$ cat config.mk
export PLATFORM = sky130hd
export DESIGN_NAME = dchs_cell
export DESIGN_NICKNAME = d
export VERILOG_FILES = /design/src/dchs_pkg.sv /design/src/dchs_cell.sv
export SDC_FILE = /design/constraint.sdc
export NUM_CORES = 1
export LEC_CHECK = 0
export ABC_AREA = 1
export ABC_CLOCK_PERIOD_IN_PS = 1700
export BUFFER_PORTS_ARGS = -buffer_cell sky130_fd_sc_hd__buf_4
export CORE_ASPECT_RATIO = 0.6
export CORE_MARGIN = 2
export CORE_UTILIZATION = 57
export CTS_BUF_LIST = sky130_fd_sc_hd__clkbuf_4 sky130_fd_sc_hd__clkbuf_8
export DETAILED_ROUTE_END_ITERATION = 7
export GPL_TIMING_DRIVEN = 0
export PLACE_DENSITY = 0.95
export RECOVER_POWER = 25
export SLEW_MARGIN = 20
export SYNTH_ARGS = -nofsm -noshare
export SYNTH_HDL_FRONTEND = slang
export SYNTH_SLANG_ARGS = --single-unit
$ cat constraint.sdc
create_clock -name clk_i -period 1.7 [get_ports clk_i]
set_clock_uncertainty 0.1 [all_clocks]
set_input_delay 0.085 -clock clk_i [delete_from_list [all_inputs] [get_ports clk_i]]
set_output_delay 0.085 -clock clk_i [all_outputs]
set_load 0.02 [all_outputs]
$ cat src/dchs_pkg.sv
package dchs_pkg;

  localparam int unsigned TotalW = 55;
  localparam int unsigned ClampW = 28;
  localparam int unsigned CthW   = 24;
  localparam int unsigned CylW   = 16;
  localparam int unsigned HeadW  = 5;
  localparam int unsigned SptW   = 8;
  localparam int unsigned DivW   = HeadW + CylW - 1;
  localparam int unsigned NumCells = CylW;
  localparam int unsigned RecipShift = 36;

  localparam logic [ClampW-1:0] MaxSectors  = ClampW'(65535 * 16 * 255);
  localparam logic [ClampW-1:0] LargeSectors = ClampW'(65535 * 16 * 63);

  localparam logic [SptW-1:0] Spt17  = 8'd17;
  localparam logic [SptW-1:0] Spt31  = 8'd31;
  localparam logic [SptW-1:0] Spt63  = 8'd63;
  localparam logic [SptW-1:0] Spt255 = 8'd255;

  localparam logic [HeadW-1:0] HeadsMin = 5'd4;
  localparam logic [HeadW-1:0] HeadsMax = 5'd16;

  localparam logic [31:0] Recip17  = 32'((64'd1 << RecipShift) / 64'd17);
  localparam logic [31:0] Recip31  = 32'((64'd1 << RecipShift) / 64'd31);
  localparam logic [31:0] Recip63  = 32'((64'd1 << RecipShift) / 64'd63);
  localparam logic [31:0] Recip255 = 32'((64'd1 << RecipShift) / 64'd255);

  typedef struct packed {
    logic             valid;
    logic [CthW-1:0]  rem;
    logic [DivW-1:0]  dsh;
    logic [CylW-1:0]  quo;
    logic [HeadW-1:0] heads;
    logic [SptW-1:0]  spt;
  } cell_t;

  function automatic logic [CthW-1:0] approx_quo(input logic [ClampW-1:0] t,
                                                 input logic [31:0] recip);
    logic [ClampW+31:0] prod;
    prod = {32'd0, t} * {{ClampW{1'b0}}, recip};
    return prod[RecipShift +: CthW];
  endfunction

  function automatic logic [CthW-1:0] fix_quo(input logic [ClampW-1:0] t,
                                              input logic [CthW-1:0] q0,
                                              input logic [SptW-1:0] d);
    logic [ClampW+SptW-1:0] back;
    logic [ClampW-1:0]      r;
    back = {{(ClampW-CthW){1'b0}}, q0, {SptW{1'b0}}} >> SptW;
    back = back * {{ClampW{1'b0}}, d};
    r    = t - back[ClampW-1:0];
    return (r >= {{(ClampW-SptW){1'b0}}, d}) ? q0 + CthW'(1) : q0;
  endfunction

endpackage

$ cat src/dchs_cell.sv
module dchs_cell (
  input  logic            clk_i,
  input  logic            rst_ni,
  input  logic            adv_i,
  input  dchs_pkg::cell_t cell_i,
  output dchs_pkg::cell_t cell_o
);
  import dchs_pkg::*;

  cell_t cell_d, cell_q;
  logic  fits;

  always_comb begin
    fits         = cell_i.rem >= CthW'(cell_i.dsh);
    cell_d       = cell_i;
    cell_d.rem   = fits ? cell_i.rem - CthW'(cell_i.dsh) : cell_i.rem;
    cell_d.dsh   = cell_i.dsh >> 1;
    cell_d.quo   = {cell_i.quo[CylW-2:0], fits};
  end

  always_ff @(posedge clk_i or negedge rst_ni) begin
    if (!rst_ni) begin
      cell_q <= '0;
    end else if (adv_i) begin
      cell_q <= cell_d;
    end
  end

  assign cell_o = cell_q;

endmodule

==> reports/metrics.yaml, run 1 <==
worst_path_end_type: "register data pin"
synthFlopType: "dfrtp_1"
synth.top_cell.area_share_pct: 39.0
start_util_pct: 59.2
crit_endpoint: "cell_o[64]$_DFFE_PN0P_/D"
lastStage: "5_1_grt"
synth_top_area_cell: "dfrtp_1"
yosysWarnings: 0
cts.path.max_buffers: 2
cts.sinks: 73
synth_cell_types: 30
yosys-top-cells-count: "nand2_1, inv_1, dfrtp_1"
status: "did not finish"
yosysMostFrequentCell: "nand2_1"
synth_edf_count: 0
async_reset_ff_share_pct: 100
ys_seq_area_share_pct: 39.0
synth_top_cells_by_area: "dfrtp_1, nand2_1, inv_1, ha_1, nor2_1"
gp_congestion: 0.975
cts-root-buf: "clkbuf_8"
ys_ff_latch: 73
die_width_um: 121
portBuffers: 147
grtUsageTotal_pct: 74.0
avgSynthCellArea_um2: 6.65
syn-num-nets: 802
io_pins: 151
fp-row-count: 25
grt_max_degree: 74
die_h_um: 74.2
syn_inst: 704
h-tree-depth: 3
syn-cell-area_mm2: 0.00468
stop_error: "[ERROR GRT-0232] Routing congestion too high. Check the congestion heatmap in the GUI."
grt-ovfl-total: 2
hpwl_mm: 12.2
cts_buffers: 9
logic make-up after synthesis:
kind of cell             count (synthesis)  share of synthesized area, %
AND/OR/NAND/NOR                        436                          38.2
buffers and inverters                  116                          9.89
flip-flops                              73                          39.0
AO/OA/AOI/OAI                           48                          5.34
adder cells (fa/ha/maj)                 21                          5.77
XOR/XNOR                                 9                          1.68
other                                    1                        0.0801
what timing repair did:
item,CTS
gates resized for setup,20
setup endpoints to repair,25
endpoints found under the hold margin,144
pin swaps,3
hold buffers,71
gates cloned,3
setup buffers,4
metal layers:
layer / overflow / track usage, %
met2: 0 / 89.6
met5: 0 / 33.3
met1: 0 / 74.7
met4: 2 / 71.1
met3: 0 / 61.3
per-stage QoR:
stage,cell area [um2],hold WS (ps),std cells,worst slack [ps],util [%]
CTS,7020,-104,1053,-44.5,88.7
detailed placement,5960,174,959,-568,75.3
global placement,5960,147,959,-566,75.3
floorplan,4720,-311,704,1.27,-
==> run 2, diff against run 1 <==
--- a/config.mk
+++ b/config.mk
@@ -8,13 +8,11 @@
 export ABC_AREA = 1
 export ABC_CLOCK_PERIOD_IN_PS = 1700
 export BUFFER_PORTS_ARGS = -buffer_cell sky130_fd_sc_hd__buf_4
-export CORE_ASPECT_RATIO = 0.6
 export CORE_MARGIN = 2
-export CORE_UTILIZATION = 57
-export CTS_BUF_LIST = sky130_fd_sc_hd__clkbuf_4 sky130_fd_sc_hd__clkbuf_8
+export CORE_UTILIZATION = 40
 export DETAILED_ROUTE_END_ITERATION = 7
 export GPL_TIMING_DRIVEN = 0
-export PLACE_DENSITY = 0.95
+export PLACE_DENSITY_LB_ADDON = 0.15
 export RECOVER_POWER = 25
 export SLEW_MARGIN = 20
 export SYNTH_ARGS = -nofsm -noshare
==> run 2 against run 1 <==
Against the previous run: the flow now finishes, with violations (negative hold slack); area after synthesis stayed put; synthesized cell count stayed put.
==> reports/metrics.yaml, run 2 <==
fillers: 1000
hold_depth: 5
hold_violations: 2
leakagePower_nw: 3.89
portBuffers: 147
p_per_area_mw_per_mm2: 801
wl_per_cell_um: 14.6
placed_cells: 994
crit_start: "cell_i[29]"
largest_reg_flops: 73
yosysMostFrequentCell: "nand2_1"
clock.fmax_ghz: 0.605
ys_seq_area_share_pct: 39.0
grt-ovfl-total: 0
final_cells: 1097
cts_tree: "yes"
crit_path_start_kind: "input port"
worstHoldPathType: "input port to flip-flop"
hpwl_mm: 11.1
whs_ps: -3.81
start_util_pct: 41.0
grtUsageTotal_pct: 25.6
viasPerCell: 4.81
period_share_pct: 97.2
synthFlopType: "dfrtp_1"
drive_gt1_share_pct: 25.4
r2r_end: "cell_o[39]"
rr_worst_depth: 2
cp-endpoint: "cell_o[64]"
io_pins: 151
cts.sinks: 73
hp-start: "cell_i[60]"
antenna_found_initial: 0
dieArea_mm2: 0.0126
cts.path.max_buffers: 2
synth_cell_types: 30
async_reset_ff_share_pct: 100
gp_congestion: 0.953
drt_iter0_markers: 418
grt_max_degree: 74
period_minus_slack_ps: 1650
cts_buffers: 9
rsz0062_at_grt: "true"
synth.top_cell.area_share_pct: 39.0
layout_common_cells: "nand2_1, buf_4, inv_1"
core_area_mm2: 0.0114
syn-num-nets: 802
ys_ff_latch: 73
maxCapViolCount: 0
grt_pass1_vias: 5244
final_common_cell: "nand2_1"
h-tree-depth: 3
die_width_um: 112
worstPathArrival_ps: 1830
remaining_drc_errors: 0
synth_top_area_cell: "dfrtp_1"
cts-root-buf: "clkbuf_16"
syn-cell-area_mm2: 0.00468
critPathCaptureType: "flip-flop"
ir_drop_mv: 0.653
antenna_cells: 0
slew_headroom_pct: 38.2
syn_to_final_growth_pct: 59.9
worstSkewPairLatency_ps: 340
fp-row-count: 39
slew_viol_final: 0
ant_nets: 0
yosysWarnings: 0
crit_type: "input port to flip-flop"
avgSynthCellArea_um2: 6.65
synth_top_cells_by_area: "dfrtp_1, nand2_1, inv_1, ha_1, nor2_1"
drt-total-wl_mm: 16.0
vias: 5282
status: "finished, violations left"
path_clk_slew_ps: 50
violations: "negative hold slack"
final_nets: 1047
grt_pass1_wl_mm: 25.5
drt_pass1_iterations: 5
die_h_um: 112
setup_viol: 0
tightestPinTransition_ps: 927
synth_edf_count: 0
worstPathRequired_ps: 1880
reg2reg_setup_slack_ps: 890
syn_inst: 704
r2r-start: "cell_o[39]"
yosys-top-cells-count: "nand2_1, inv_1, dfrtp_1"
finalSetupTns_ps: 0
critPathMaxFanout: 5
[run 2: critical path, cell delays in order]
cell,delay (ps)
buf_6,100
ha_4,150
fa_2,340
inv_2,80
nand2_2,50
nand2_2,80
nand3_2,90
nand2_4,110
nand2_4,50
nand4_4,160
buf_12,150
buf_12,120
nor2_2,40
nor2_1,80
nand2_1,70
nand2_1,50
[run 2: layer usage]
metal | GRT usage (%) | vias to the layer above | routed length, um
met3 | 3.46 | 35 | 849
met4 | 10.7 | 0 | 434
met1 | 31.8 | 2434 | 6930
li1 | - | 2634 | -
met2 | 44.9 | 179 | 7800
met5 | 0 | - | 0
[run 2: what timing repair did]
item | 4_1_cts | 5_1_grt
hold endpoints to repair | 136 | 0
buffers inserted | 12 | 8
endpoints found under the setup margin | 20 | 24
pin swaps | 13 | 35
cloned | 4 | 0
hold buffers | 64 | 0
gates resized for setup | 69 | 55
[run 2: layout make-up]
type	instances	area [um2]	area share, %
plain buffers	21	135	1.80
clock buffers	12	256	3.43
clock inverters	4	51.3	0.685
inverters	95	374	5.00
multi-input cells	515	2830	37.8
flip-flops and latches	73	1830	24.4
well taps	143	179	2.39
repair buffers	234	1830	24.5
[run 2: power by group]
group / switching, mW / internal [mW] / total [mW]
Clock: 0.735 / 1.22 / 1.95
Combinational: 1.16 / 0.830 / 1.99
Sequential: 0.113 / 1.94 / 2.06
[run 2: cells by family (layout without fill, tap and decap cells)]
kind of cell | after synthesis | in the layout | share of synthesized area, %
compound gates | 48 | 48 | 5.34
simple gates | 436 | 436 | 38.2
xor+xnor | 9 | 9 | 1.68
buf+inv | 116 | 366 | 9.89
fa+ha+maj | 21 | 21 | 5.77
other cells | 1 | 1 | 0.0801
flops | 73 | 73 | 39.0
[run 2: metrics by stage]
stage               power, mW  hold slack (ps)  cell area, um2  setup WS (ps)  utilization (%)
floorplan                3.06             -311            4720           1.27                -
global placement         3.78              173            6000           -485             52.5
detailed placement       3.80              175            6000           -497             52.5
CTS                      6.03             7.97            7450          0.857             65.3
global route             6.30             27.1            7490          -54.4             65.6
finish                   5.99            -3.81            7490           47.7             65.6
[run 2: how the worst min path moves through the flow]
stage	end	slack (ps)
floorplan	cell_o[0]	-310
global placement	cell_o[20]	170
detailed placement	cell_o[20]	170
CTS	cell_o[52]	8
global route	cell_o[62]	30
finish	cell_o[60]	-4
Power figures use the tool's default switching activity.
